### src/sv/plid_pkg.sv
package plid_pkg;

  // Default list capacity and the fixed widths of the words.
  localparam int CAPACITY_DEF = 32;
  localparam int POS_W        = 7;
  localparam int VAL_W        = 32;
  localparam int CNT_OUT_W    = 7;

  // Command codes carried by an input word.
  typedef enum logic [2:0] {
    CMD_INS_HEAD = 3'd0,
    CMD_INS_POS  = 3'd1,
    CMD_INS_TAIL = 3'd2,
    CMD_DEL_HEAD = 3'd3,
    CMD_DEL_POS  = 3'd4,
    CMD_DEL_TAIL = 3'd5,
    CMD_DISPLAY  = 3'd6,
    CMD_NONE     = 3'd7
  } cmd_t;

  // Status codes carried by a result word.
  typedef enum logic [1:0] {
    ST_LISTED = 2'd0,
    ST_EMPTY  = 2'd1,
    ST_BADPOS = 2'd2,
    ST_FULL   = 2'd3
  } status_t;

  typedef struct packed {
    logic [2:0]              command;
    logic [POS_W-1:0]        position;
    logic signed [VAL_W-1:0] value;
  } in_word_t;

  typedef struct packed {
    logic [1:0]              status;
    logic signed [VAL_W-1:0] element;
    logic [CNT_OUT_W-1:0]    element_count;
    logic                    last;
  } out_word_t;

  // Controller states.
  typedef enum logic [3:0] {
    S_IDLE,
    S_INS_RD,
    S_INS_WR,
    S_INS_PUT,
    S_DEL_RD,
    S_DEL_WR,
    S_DEL_DONE,
    S_STREAM_RD,
    S_STREAM_LD,
    S_STATUS
  } plid_state_t;

  // Datapath operations requested by the controller.
  typedef enum logic [3:0] {
    OP_NONE,
    OP_START_INS,
    OP_START_DEL,
    OP_REWIND,
    OP_RD_PREV,
    OP_WR_DOWN,
    OP_PUT,
    OP_RD_NEXT,
    OP_WR_UP,
    OP_DEL_DONE,
    OP_RD_CUR,
    OP_EMIT,
    OP_STATUS
  } dp_op_t;

  typedef struct packed {
    dp_op_t  op;
    status_t code;
  } dp_cmd_t;

  typedef struct packed {
    logic empty;
    logic full;
    logic ins_pos_ok;
    logic del_pos_ok;
    logic ptr_at_idx;
    logic ptr_at_end;
    logic out_free;
  } dp_stat_t;

endpackage

### src/sv/positional_list_insert_delete.sv
// Positional list: an ordered list of up to CAPACITY signed 32-bit values.
// The input channel (in_valid, in_stall, in_word) takes one command word:
// insert at head, position or tail, delete at head, position or tail, or
// display. The result channel (out_valid, out_stall, out_word) returns the
// whole list head first, one word per element with the count and a last
// flag, or a single status word (list empty, invalid position, list full).
// Command code 7 is dropped and gives no result.
// Commands are handled one at a time. A shift moves one element at a time
// through the list store, by a read state and then a write state, so an
// insert at index i moves length-i elements and a delete at index i moves
// length-1-i elements to update the list. Streaming then reads each
// element in a read state and loads it into the output register in a load
// state; a status word is loaded into the output register from the status state.
// The output register holds a finished word while the receiver stalls; the
// block takes a new command as soon as the previous one has loaded its last
// word, and streaming pauses while a held word is stalled by out_stall.
// Reset empties the list and clears any pending result; it needs no
// clearing pass since list entries are only read below the current length.
module positional_list_insert_delete
  import plid_pkg::*;
#(
  parameter int CAPACITY = CAPACITY_DEF
) (
  input  logic      clk,
  input  logic      rst_n,
  input  logic      in_valid,
  output logic      in_stall,
  input  in_word_t  in_word,
  output logic      out_valid,
  input  logic      out_stall,
  output out_word_t out_word
);

  dp_cmd_t  cmd;
  dp_stat_t stat;

  plid_ctrl u_ctrl (
    .clk        (clk),
    .rst_n      (rst_n),
    .in_valid   (in_valid),
    .in_command (in_word.command),
    .stat       (stat),
    .in_stall   (in_stall),
    .cmd        (cmd)
  );

  plid_dpath #(
    .CAPACITY (CAPACITY)
  ) u_dpath (
    .clk       (clk),
    .rst_n     (rst_n),
    .in_word   (in_word),
    .cmd       (cmd),
    .out_stall (out_stall),
    .stat      (stat),
    .out_valid (out_valid),
    .out_word  (out_word)
  );

endmodule

### src/sv/plid_ctrl.sv
module plid_ctrl
  import plid_pkg::*;
(
  input  logic     clk,
  input  logic     rst_n,
  input  logic     in_valid,
  input  logic [2:0] in_command,
  input  dp_stat_t stat,
  output logic     in_stall,
  output dp_cmd_t  cmd
);

  plid_state_t state_r, state_nxt;
  status_t     code_r, code_nxt;

  // State and pending status code.
  always_ff @(posedge clk) begin
    if (!rst_n) begin
      state_r <= S_IDLE;
      code_r  <= ST_EMPTY;
    end else begin
      state_r <= state_nxt;
      code_r  <= code_nxt;
    end
  end

  // Next state.
  always_comb begin
    state_nxt = state_r;
    code_nxt  = code_r;
    case (state_r)
      S_IDLE: begin
        if (in_valid) begin
          case (in_command)
            CMD_INS_HEAD, CMD_INS_POS, CMD_INS_TAIL: begin
              if (in_command == CMD_INS_POS && !stat.ins_pos_ok) begin
                code_nxt  = ST_BADPOS;
                state_nxt = S_STATUS;
              end else if (stat.full) begin
                code_nxt  = ST_FULL;
                state_nxt = S_STATUS;
              end else begin
                state_nxt = S_INS_RD;
              end
            end
            CMD_DEL_HEAD, CMD_DEL_POS, CMD_DEL_TAIL: begin
              if (stat.empty) begin
                code_nxt  = ST_EMPTY;
                state_nxt = S_STATUS;
              end else if (in_command == CMD_DEL_POS && !stat.del_pos_ok) begin
                code_nxt  = ST_BADPOS;
                state_nxt = S_STATUS;
              end else begin
                state_nxt = S_DEL_RD;
              end
            end
            CMD_DISPLAY: state_nxt = S_STREAM_RD;
            default:     state_nxt = S_IDLE;
          endcase
        end
      end
      S_INS_RD:    state_nxt = stat.ptr_at_idx ? S_INS_PUT : S_INS_WR;
      S_INS_WR:    state_nxt = S_INS_RD;
      S_INS_PUT:   state_nxt = S_STREAM_RD;
      S_DEL_RD:    state_nxt = stat.ptr_at_end ? S_DEL_DONE : S_DEL_WR;
      S_DEL_WR:    state_nxt = S_DEL_RD;
      S_DEL_DONE:  state_nxt = S_STREAM_RD;
      S_STREAM_RD: begin
        if (stat.empty) begin
          code_nxt  = ST_EMPTY;
          state_nxt = S_STATUS;
        end else if (stat.out_free) begin
          state_nxt = S_STREAM_LD;
        end
      end
      S_STREAM_LD: state_nxt = stat.ptr_at_end ? S_IDLE : S_STREAM_RD;
      S_STATUS:    if (stat.out_free) state_nxt = S_IDLE;
      default:     state_nxt = S_IDLE;
    endcase
  end

  // Outputs: datapath operation and input stall.
  always_comb begin
    in_stall = (state_r != S_IDLE);
    cmd.op   = OP_NONE;
    cmd.code = code_r;
    case (state_r)
      S_IDLE: begin
        if (in_valid) begin
          case (in_command)
            CMD_INS_HEAD, CMD_INS_POS, CMD_INS_TAIL: begin
              if (!(in_command == CMD_INS_POS && !stat.ins_pos_ok) && !stat.full) begin
                cmd.op = OP_START_INS;
              end
            end
            CMD_DEL_HEAD, CMD_DEL_POS, CMD_DEL_TAIL: begin
              if (!stat.empty && !(in_command == CMD_DEL_POS && !stat.del_pos_ok)) begin
                cmd.op = OP_START_DEL;
              end
            end
            CMD_DISPLAY: cmd.op = OP_REWIND;
            default:     cmd.op = OP_NONE;
          endcase
        end
      end
      S_INS_RD:    if (!stat.ptr_at_idx) cmd.op = OP_RD_PREV;
      S_INS_WR:    cmd.op = OP_WR_DOWN;
      S_INS_PUT:   cmd.op = OP_PUT;
      S_DEL_RD:    if (!stat.ptr_at_end) cmd.op = OP_RD_NEXT;
      S_DEL_WR:    cmd.op = OP_WR_UP;
      S_DEL_DONE:  cmd.op = OP_DEL_DONE;
      S_STREAM_RD: if (!stat.empty && stat.out_free) cmd.op = OP_RD_CUR;
      S_STREAM_LD: cmd.op = OP_EMIT;
      S_STATUS:    if (stat.out_free) cmd.op = OP_STATUS;
      default:     cmd.op = OP_NONE;
    endcase
  end

endmodule

### src/sv/plid_dpath.sv
module plid_dpath
  import plid_pkg::*;
#(
  parameter int CAPACITY = CAPACITY_DEF
) (
  input  logic      clk,
  input  logic      rst_n,
  input  in_word_t  in_word,
  input  dp_cmd_t   cmd,
  input  logic      out_stall,
  output dp_stat_t  stat,
  output logic      out_valid,
  output out_word_t out_word
);

  localparam int AW    = $clog2(CAPACITY);
  localparam int CNT_W = $clog2(CAPACITY + 1);

  logic [VAL_W-1:0] mem [CAPACITY];
  logic [VAL_W-1:0] rd_data_r;
  logic             rd_en, wr_en;
  logic [CNT_W-1:0] rd_ptr, wr_ptr;
  logic [VAL_W-1:0] wr_data;

  logic [CNT_W-1:0] len_r, len_nxt;
  logic [CNT_W-1:0] ptr_r, ptr_nxt;
  logic [CNT_W-1:0] idx_r, idx_nxt;
  logic [VAL_W-1:0] value_r, value_nxt;
  logic [CNT_W-1:0] start_idx;
  logic [CNT_W-1:0] ptr_inc, ptr_dec;
  logic             out_valid_r, out_valid_nxt;
  out_word_t        out_word_r, out_word_nxt;

  assign ptr_inc = ptr_r + CNT_W'(1);
  assign ptr_dec = ptr_r - CNT_W'(1);

  // Target index of the incoming command.
  always_comb begin
    case (in_word.command)
      CMD_INS_POS, CMD_DEL_POS: start_idx = CNT_W'(in_word.position - POS_W'(1));
      CMD_INS_TAIL:             start_idx = len_r;
      CMD_DEL_TAIL:             start_idx = len_r - CNT_W'(1);
      default:                  start_idx = '0;
    endcase
  end

  // Status towards the controller.
  always_comb begin
    stat.empty      = (len_r == '0);
    stat.full       = (len_r == CNT_W'(CAPACITY));
    stat.ins_pos_ok = (in_word.position != '0) &&
                      ((POS_W + 1)'(in_word.position) <= (POS_W + 1)'(len_r) + (POS_W + 1)'(1));
    stat.del_pos_ok = (in_word.position != '0) &&
                      ((POS_W + 1)'(in_word.position) <= (POS_W + 1)'(len_r));
    stat.ptr_at_idx = (ptr_r == idx_r);
    stat.ptr_at_end = (ptr_inc == len_r);
    stat.out_free   = !out_valid_r || !out_stall;
  end

  // Memory port control and register updates per operation.
  always_comb begin
    rd_en         = 1'b0;
    wr_en         = 1'b0;
    rd_ptr        = ptr_r;
    wr_ptr        = ptr_r;
    wr_data       = rd_data_r;
    len_nxt       = len_r;
    ptr_nxt       = ptr_r;
    idx_nxt       = idx_r;
    value_nxt     = value_r;
    out_valid_nxt = out_valid_r && out_stall;
    out_word_nxt  = out_word_r;
    case (cmd.op)
      OP_START_INS: begin
        idx_nxt   = start_idx;
        ptr_nxt   = len_r;
        value_nxt = in_word.value;
      end
      OP_START_DEL: ptr_nxt = start_idx;
      OP_REWIND:    ptr_nxt = '0;
      OP_RD_PREV: begin
        rd_en  = 1'b1;
        rd_ptr = ptr_dec;
      end
      OP_WR_DOWN: begin
        wr_en   = 1'b1;
        ptr_nxt = ptr_dec;
      end
      OP_PUT: begin
        wr_en   = 1'b1;
        wr_ptr  = idx_r;
        wr_data = value_r;
        len_nxt = len_r + CNT_W'(1);
        ptr_nxt = '0;
      end
      OP_RD_NEXT: begin
        rd_en  = 1'b1;
        rd_ptr = ptr_inc;
      end
      OP_WR_UP: begin
        wr_en   = 1'b1;
        ptr_nxt = ptr_inc;
      end
      OP_DEL_DONE: begin
        len_nxt = len_r - CNT_W'(1);
        ptr_nxt = '0;
      end
      OP_RD_CUR: rd_en = 1'b1;
      OP_EMIT: begin
        out_valid_nxt              = 1'b1;
        out_word_nxt.status        = ST_LISTED;
        out_word_nxt.element       = rd_data_r;
        out_word_nxt.element_count = CNT_OUT_W'(len_r);
        out_word_nxt.last          = (ptr_inc == len_r);
        ptr_nxt                    = ptr_inc;
      end
      OP_STATUS: begin
        out_valid_nxt              = 1'b1;
        out_word_nxt.status        = cmd.code;
        out_word_nxt.element       = '0;
        out_word_nxt.element_count = CNT_OUT_W'(len_r);
        out_word_nxt.last          = 1'b1;
      end
      default: ;
    endcase
  end

  // List storage: one write and one registered read per cycle.
  always_ff @(posedge clk) begin
    if (wr_en) begin
      mem[wr_ptr[AW-1:0]] <= wr_data;
    end
  end

  always_ff @(posedge clk) begin
    if (rd_en) begin
      rd_data_r <= mem[rd_ptr[AW-1:0]];
    end
  end

  // Control registers.
  always_ff @(posedge clk) begin
    if (!rst_n) begin
      len_r       <= '0;
      out_valid_r <= 1'b0;
    end else begin
      len_r       <= len_nxt;
      out_valid_r <= out_valid_nxt;
    end
  end

  // Payload registers.
  always_ff @(posedge clk) begin
    ptr_r      <= ptr_nxt;
    idx_r      <= idx_nxt;
    value_r    <= value_nxt;
    out_word_r <= out_word_nxt;
  end

  assign out_valid = out_valid_r;
  assign out_word  = out_word_r;

endmodule
### config.mk
export PLATFORM = sky130hd
export DESIGN_NAME = positional_list_insert_delete
export DESIGN_NICKNAME = d
export VERILOG_FILES = /design/src/sv/plid_pkg.sv /design/src/sv/positional_list_insert_delete.sv /design/src/sv/plid_ctrl.sv /design/src/sv/plid_dpath.sv
export SDC_FILE = /design/constraint.sdc
export NUM_CORES = 2
export LEC_CHECK = 0
export BUFFER_PORTS_ARGS = -buffer_cell sky130_fd_sc_hd__clkbuf_2
export CAP_MARGIN = 20
export CORE_MARGIN = 3
export CORE_UTILIZATION = 25
export DETAILED_ROUTE_END_ITERATION = 7
export GPL_TIMING_DRIVEN = 1
export PLACE_DENSITY = 0.36
export REMOVE_ABC_BUFFERS = 1
export SLEW_MARGIN = 20
export SYNTH_ARGS = -nofsm -noshare
export SYNTH_HDL_FRONTEND = slang
export SYNTH_SLANG_ARGS = --single-unit
### constraint.sdc
create_clock -name clk -period 6 [get_ports clk]
set_input_delay 0.6 -clock clk [delete_from_list [all_inputs] [get_ports clk]]
set_output_delay 0.6 -clock clk [all_outputs]
set_load 0.01 [all_outputs]
# [Word level (Yosys, flattened, before mapping)]
# Memories as Yosys holds them, arrays and structs flattened. A register that Yosys moved wholly into a read port is not among the register bits.
# Cells that the tools add are included.
# W data, S select, Z words.
[op_classes] addsub=6 order_cmp=2 eq_ne=37 muxes=41 n_reduce_logical=37
[ops] cell="$pmux W42 S2" n=1
[ops] cell="$mux W4" n=11
[ops] cell="$pmux W4 S10" n=1
[ops] cell="$pmux W4 S9" n=1
[ops] cell="$eq A4 B3 Y1 const B" n=8
[ops] cell="$mux W32" n=1
[ops] cell="$pmux W6 S5" n=1
[ops] cell="$eq A4 B4 Y1 const B" n=7
[ops] cell="$pmux W4 S3" n=2
[ops] cell="$pmux W6 S3" n=1
[ops] cell="$sub A6 B1 Y6 const B" n=3
[ops] cell="$eq A4 B2 Y1 const B" n=4
[ops] cell="$mux W2" n=8
[ops] cell="$reduce_or A3 Y1" n=5
[ops] cell="$add A6 B1 Y6 const B" n=2
[ops] cell="$eq A6 B6 Y1" n=2
[ops] cell="$pmux W6 S2" n=1
[ops] cell="$pmux W5 S2" n=1
[ops] cell="$eq A3 B3 Y1 const B" n=3
[ops] cell="$eq A4 B1 Y1 const B" n=2
[ops] cell="$logic_and A1 B1 Y1" n=8
[ops] cell="$logic_not A1 Y1" n=8
[ops] cell="$ne A4 B2 Y1 const B" n=2
[ops] cell="$pmux W2 S2" n=2
[ops] cell="24 further kinds" n=38
[totals] regBits=99 mem_bits_rw=1024 in_bits=46 output_inout_bits=44 word_cells=135 n_memories=1
[memory_table] memory="u_dpath.mem" depth=32 word_bits=32 rd=1 rd_clocked_by_memory_dff=1 wr=1 line_no="plid_dpath.sv:19" source="logic [VAL_W-1:0] mem [CAPACITY];"

# [Longest topological paths before layout]
[logic_depth] ltp_word=16 ltp_mapped=19 depth_no_buf=13

# [Cells and area by module]
# A second synthesis with hierarchy kept.
[hier_totals] hier_cells=3391 hier_area_um2=47843.4
[by_module_without_submodules] module="plid_dpath" instances=1 cells_each=3287 area_each_um2=47120.2 seq_area_each_um2=34403.0
[by_module_without_submodules] module="plid_ctrl" instances=1 cells_each=104 area_each_um2=723.2 seq_area_each_um2=120.1

# [Worst setup path after synthesis]
# OpenSTA, ideal clock, no wires.
[synth_path] path_kind="register -> register" from="reg u_dpath.ptr_r[0]" to="reg u_dpath.ptr_r[0] (data pin)" setup_time_ps=134 t_arrival_ps=4730 t_required_ps=5866 path_slack_ps=1136 stages_incl_launch_ff=16 path_cell_list="edfxtp_1 > buf_2 > inv_2 > clkbuf_1 > clkbuf_1 > buf_1 > ha_1 > buf_2 > xnor2_1 > and2_1 > a41oi_1 > nor3_4 > clkbuf_1 > o31ai_1 > nor4_1 > a221o_1"
[synth_via] elab_chain_len=7 elab_cells_between_ends=18
[synth_lines] element="start: declaration" line_no="plid_dpath.sv:26" source="logic [CNT_W-1:0] ptr_r, ptr_nxt;"
[synth_lines] element="start signal: assignment" line_no="plid_dpath.sv:154" source="ptr_r <= ptr_nxt;"
[synth_lines] element="$add A6 B1 Y6" line_no="plid_dpath.sv:34" source="assign ptr_inc = ptr_r + CNT_W'(1);"
[synth_lines] element="$eq A6 B6 Y1" line_no="plid_dpath.sv:56" source="stat.ptr_at_end = (ptr_inc == len_r);"
[synth_lines] element="$mux W3" line_no="plid_ctrl.sv:109" source="S_DEL_RD: if (!stat.ptr_at_end) cmd.op = OP_RD_NEXT;"
[synth_lines] element="$pmux W4 S10" line_no="plid_ctrl.sv:87" source="case (state_r)"
[synth_lines] element="$eq A4 B2 Y1 (tied with other cells)" line_no="plid_dpath.sv:73" source="case (cmd.op)"
[synth_lines] element="$reduce_or A3 Y1 (no source line) / $reduce_or A2 Y1 (equally long branches)"
[synth_lines] element="$pmux W6 S5 *" line_no="plid_dpath.sv:73"
[synth_lines] element="net u_dpath.ptr_nxt[0]" line_no="plid_dpath.sv:26"
# The timed path passes the listed nets; every way through them passes the cells marked *.
# A chain may end at the register's enable or synchronous reset.

# [Worst setup path after layout]
[layout_path] from="reg u_dpath.ptr_r[1]" to="reg u_dpath.rd_data_r[12], read port of u_dpath.mem (data pin)"
[layout_via] elab_chain_len=7 elab_cells_between_ends=13
[layout_lines] element="$add A6 B1 Y6" line_no="plid_dpath.sv:34"
[layout_lines] element="$eq A6 B6 Y1" line_no="plid_dpath.sv:56"
[layout_lines] element="$mux W3" line_no="plid_ctrl.sv:109"
[layout_lines] element="$pmux W4 S10" line_no="plid_ctrl.sv:87"
[layout_lines] element="$eq A4 B4 Y1 / $eq A4 B3 Y1 (equally long branches)" line_no="plid_dpath.sv:73"
[layout_lines] element="$reduce_or A3 Y1 (no source line)"
[layout_lines] element="$mux W1" line_no="plid_dpath.sv:73"
[layout_lines] element="end: declaration" line_no="plid_dpath.sv:20" source="logic [VAL_W-1:0] rd_data_r;"
# Several ways; a longest one is shown, not always the timed one.

==> results.md <==
Outcome:
- The flow ran to the end, and the final reports show no timing, DRC or antenna violations.

Die:
- The number of ports placed on the die boundary is 90.
- The area inside the core boundary is between 0.15 and 0.2 sq mm.
- The die width is around 440 microns.
- The initial utilization of the core area, before any placement, comes to between 20% and 30%.
- The die span in y is between 400 and 500 microns.
- After floorplanning, the core was divided into between 150 and 200 placement rows.
- The die area is around 0.20 sq mm.

Worst setup path:
- The kind of start point of the critical path is a flip-flop.
- The peak per-stage delay on the critical path is roughly 910 ps.
- The slowest stage of the critical path is the sky130_fd_sc_hd__a2111oi_0 cell.
- Broken down by cell family, the worst path's largest delay share belongs to compound AO/OA/AOI/OAI gates.
- Traced cell by cell, the critical path runs through inv_1 > ha_1 > xnor2_1 > and2_1 > a41oi_1 > nor3_4 > buf_4 > buf_4 > a21oi_1 > or3_1 > o211a_1 > a2111oi_0 > nand4_1.
- The kind of critical path is flip-flop to flip-flop.
- Along the worst path, the maximum fanout reaches 26.
- STA classifies the critical path endpoint as a flip-flop.
- The cell repeated most along the worst path is sky130_fd_sc_hd__buf_4.
- Together, buffers and inverters on the worst path number 3.
- The arrival time reported for the critical path endpoint is 5670 ps.
- For the worst setup path, the data required time is approximately 6500 ps.

Global routing:
- The number of global-route vias before repair was roughly 30000.
- The initial antenna violation count came to 8.
- The wire length of the first global-routing pass is between 200 and 250 mm.
- The pin count of the biggest net entering global routing is about 130.
- Global routing used between 10% and 20% of the available tracks.
- The total congestion overflow after global routing is 0.

Clock tree:
- CTS placed an instance of sky130_fd_sc_hd__clkbuf_16 at the clock tree root.
- The clock insertion delay at the later pin of the skew report is around 780 ps.
- The number of hold buffers added after CTS was 32.
- The count of clock tree sinks is 1154.
- The maximum clock insertion buffer count is 3.
- The post-CTS setup buffer count is 0.
- The number of resized instances in the post-cts repair step is 0.
- TritonCTS built the clock tree.
- The number of levels the H-tree was split into is 4.
- In this run, CTS created clock tree buffers numbering 142.
- The clock-pin slew of the registers on the worst-case setup and hold paths is roughly 60 ps.

STA:
- The relative max-transition margin is approximately 25%.
- The actual slew at the worst max-slew pin is 1120 ps.
- For this run, the top clock speed supported by timing is ~0.19 GHz.
- The final critical path time including I/O delays and setup is ~5200 ps.
- The final count of pins violating max slew is 0.
- After layout, the worst path uses slightly below 90% of the clock period.
- The hold violation total from the final report is 0.
- The post-route clock skew is 24.6 ps.
- The hold slack is roughly 170 ps.
- Setup repair after global routing left no endpoint under its margin.
- Setup violations remaining at the end of the flow were counted as 0.

Cells and area:
- Compared with the post-synthesis result, the final layout area differs by 19.2%.
- The area of the multi-input gates is 0.0130 sq mm.
- The net count of the finished layout is around 3900.
- The fraction of the core area covered by cells at the end of the flow is a little under a third.
- Cells with a size suffix above 1 make up between 10% and 20% of the layout.
- The area of all sequential standard cells is between 0.03 and 0.04 sq mm.
- The filler cells instantiated in the layout total about 19000.

Synthesis:
- Synthesis produced between 3000 and 4000 cells.
- The count of yosys warnings during synthesis is 0.
- Of all cell types, the one taking the most synthesized area is sky130_fd_sc_hd__edfxtp_1.
- Counting flops and latches in the post-synthesis netlist gives about 1200.
- For this run, asynchronously set or reset flops after synthesis account for 0%.
- By area the synthesized netlist is led by sky130_fd_sc_hd__edfxtp_1 (71%), sky130_fd_sc_hd__nand2_1 (7.2%), sky130_fd_sc_hd__mux2i_1 (4.1%), sky130_fd_sc_hd__a21oi_1 (2.0%), sky130_fd_sc_hd__nand3_1 (1.5%).
- Summing every instance area after synthesis gives between 0.04 and 0.05 sq mm.
- For this run, the leading register cell type out of synthesis is sky130_fd_sc_hd__edfxtp_1.
- The number of library cell types mapped by synthesis is between 60 and 70.
- The count of flip-flops with a built-in enable after synthesis is around 1100.
- The sequential area share after synthesis is between 70% and 80%.
- The top-area cell type share of the netlist area is between 70% and 80%.
- In this run the mean area of a mapped cell was ~13 sq um.

Placed design:
- The count of buffers added on input and output ports is 88.
- The weighted congestion at the end of routability-driven global placement is 0.755.
- Once detailed placement completed, the half-perimeter wirelength came to 97.0 mm.

Routing:
- The remaining design rule violation count is 0.
- The first-pass iteration count of the detailed router is 6.
- The number of violations reported at the end of detailed-routing iteration 0 is about 2600.
- The wire length after detailed routing is approximately 170 mm.
- The per-cell routed wire length is between 20 and 30 microns.
- The count of antenna-violating nets left after detailed routing is 0.
- For this block, the via count after detailed routing is slightly above 30000.
- Using the TritonRoute via totals, the vias-per-cell ratio works out to a little under 5.

Worst hold path:
- The worst hold path belongs to the class input pin to flip-flop.

Power and ir drop:
- The reported leakage power is around 19 nW.
- The worst vdd rail ir drop is about 520 uV.
- The cell area power density is 623 mW/mm^2.

Job:
- The tool flagged a number of max-cap violations equal to 0.
-- power breakdown --
part | total, mW | switching (mW) | internal [mW]
Clock | 8.12 | 3.44 | 4.68
Sequential | 11.1 | 0.344 | 10.8
Combinational | 16.5 | 11.6 | 4.85
-- metrics by stage --
step                cells  TNS [ps]  power (mW)  area [sq um]  worst slack [ps]
global route         6411         0        37.8         57400               488
detailed placement   6136         0        28.0         52700               800
global placement     6135         0        28.0         52700               843
finish               6414         0        35.7         57400               783
floorplan            3394   -969710        20.0         47200            -12680
CTS                  6407         0        36.2         57300               773
-- synth_stat cells (all sizes together) (39+ instances only) --
cell and instances:
edfxtp 1141, nand2 923, mux2i 198, a21oi 196, clkbuf 162, nand3 144
nor3 108, buf 77, nor2 70, a32oi 67, nand4 65, and2 39
-- logic make-up (layout without fill, tap and decap cells) --
group,count (synthesis),after routing,share of synthesized area [%]
other cells,1,4,0.00779
buf+inv,261,528,2.15
fa+ha+maj,19,19,0.494
simple gates,1437,1437,13.0
compound gates,490,490,7.01
mux,233,233,4.94
xor+xnor,38,38,0.707
flops,1154,1154,71.7
-- layout make-up --
type | instances | share of cell area, %
clock inverter | 63 | 0.985
antenna | 3 | 0.0131
clock buffer | 176 | 6.47
inverter | 22 | 0.148
sequential | 1154 | 60.2
multi-input combinational | 2218 | 22.7
tap | 2511 | 5.47
timing repair buffer | 267 | 4.03
-- worst reg2reg max path: stages (launching register included) --
cell                        delay [ps]
sky130_fd_sc_hd__edfxtp_1          590
sky130_fd_sc_hd__inv_1             220
sky130_fd_sc_hd__ha_1              520
sky130_fd_sc_hd__xnor2_1           180
sky130_fd_sc_hd__and2_1            180
sky130_fd_sc_hd__a41oi_1           200
sky130_fd_sc_hd__nor3_4            390
sky130_fd_sc_hd__buf_4             550
sky130_fd_sc_hd__buf_4             440
sky130_fd_sc_hd__a21oi_1            80
sky130_fd_sc_hd__or3_1             350
sky130_fd_sc_hd__o211a_1           130
sky130_fd_sc_hd__a2111oi_0         910
sky130_fd_sc_hd__nand4_1           170
-- flip-flops by register name (all words and copies together), names as in the netlist --
signal and count:
u_ctrl.state_r 4, u_dpath.idx_r 6, u_dpath.rd_data_r 32, u_dpath.out_word 41
u_dpath.len_r 6, u_dpath.value_r 32, u_dpath.ptr_r 6, u_dpath.mem 1024
u_ctrl.code_r 2, u_dpath.out_valid 1
-- layout by cell type (no fill, tap or decap), types with 30 or more instances in the layout --
cell,n
sky130_fd_sc_hd__edfxtp_1,1141
sky130_fd_sc_hd__nand2_1,903
sky130_fd_sc_hd__mux2i_1,198
sky130_fd_sc_hd__a21oi_1,196
sky130_fd_sc_hd__clkbuf_16,143
sky130_fd_sc_hd__nand3_1,142
sky130_fd_sc_hd__buf_4,109
sky130_fd_sc_hd__nor3_1,106
sky130_fd_sc_hd__clkbuf_2,88
sky130_fd_sc_hd__a32oi_1,66
sky130_fd_sc_hd__nand4_1,65
sky130_fd_sc_hd__and2_1,38
sky130_fd_sc_hd__nor2_4,38
sky130_fd_sc_hd__or3_1,37
sky130_fd_sc_hd__a31oi_1,35
sky130_fd_sc_hd__buf_12,33
sky130_fd_sc_hd__nor2_1,32
sky130_fd_sc_hd__clkbuf_1,32
sky130_fd_sc_hd__dlygate4sd3_1,32
sky130_fd_sc_hd__a2111oi_0,31
sky130_fd_sc_hd__a311oi_1,31
sky130_fd_sc_hd__xnor2_1,30
sky130_fd_sc_hd__o211a_1,30
-- final timing paths --
check / start / end / slack [ps] / cells after the start
worst max-delay path: u_dpath.ptr_r[1]$_DFFE_PP_ / u_dpath.rd_data_r[12]$_DFFE_PP_ / 780 / 13
worst min-delay path: out_stall / u_dpath.out_valid$_SDFF_PN0_ / 170 / 3
worst max register to register: u_dpath.ptr_r[1]$_DFFE_PP_ / u_dpath.rd_data_r[12]$_DFFE_PP_ / 780 / 13
worst min register to register: u_ctrl.code_r[1]$_SDFFE_PN0P_ / u_ctrl.code_r[1]$_SDFFE_PN0P_ / 530 / 1
-- layer usage --
metal | routed length, microns | global-route usage [%] | vias up
met5 | 0 | 0 | -
li1 | - | - | 13964
met4 | 2960 | 3.93 | 0
met1 | 81400 | 24.3 | 16120
met3 | 6710 | 2.15 | 179
met2 | 78100 | 26.9 | 713
(Power assumes the default switching activity.)
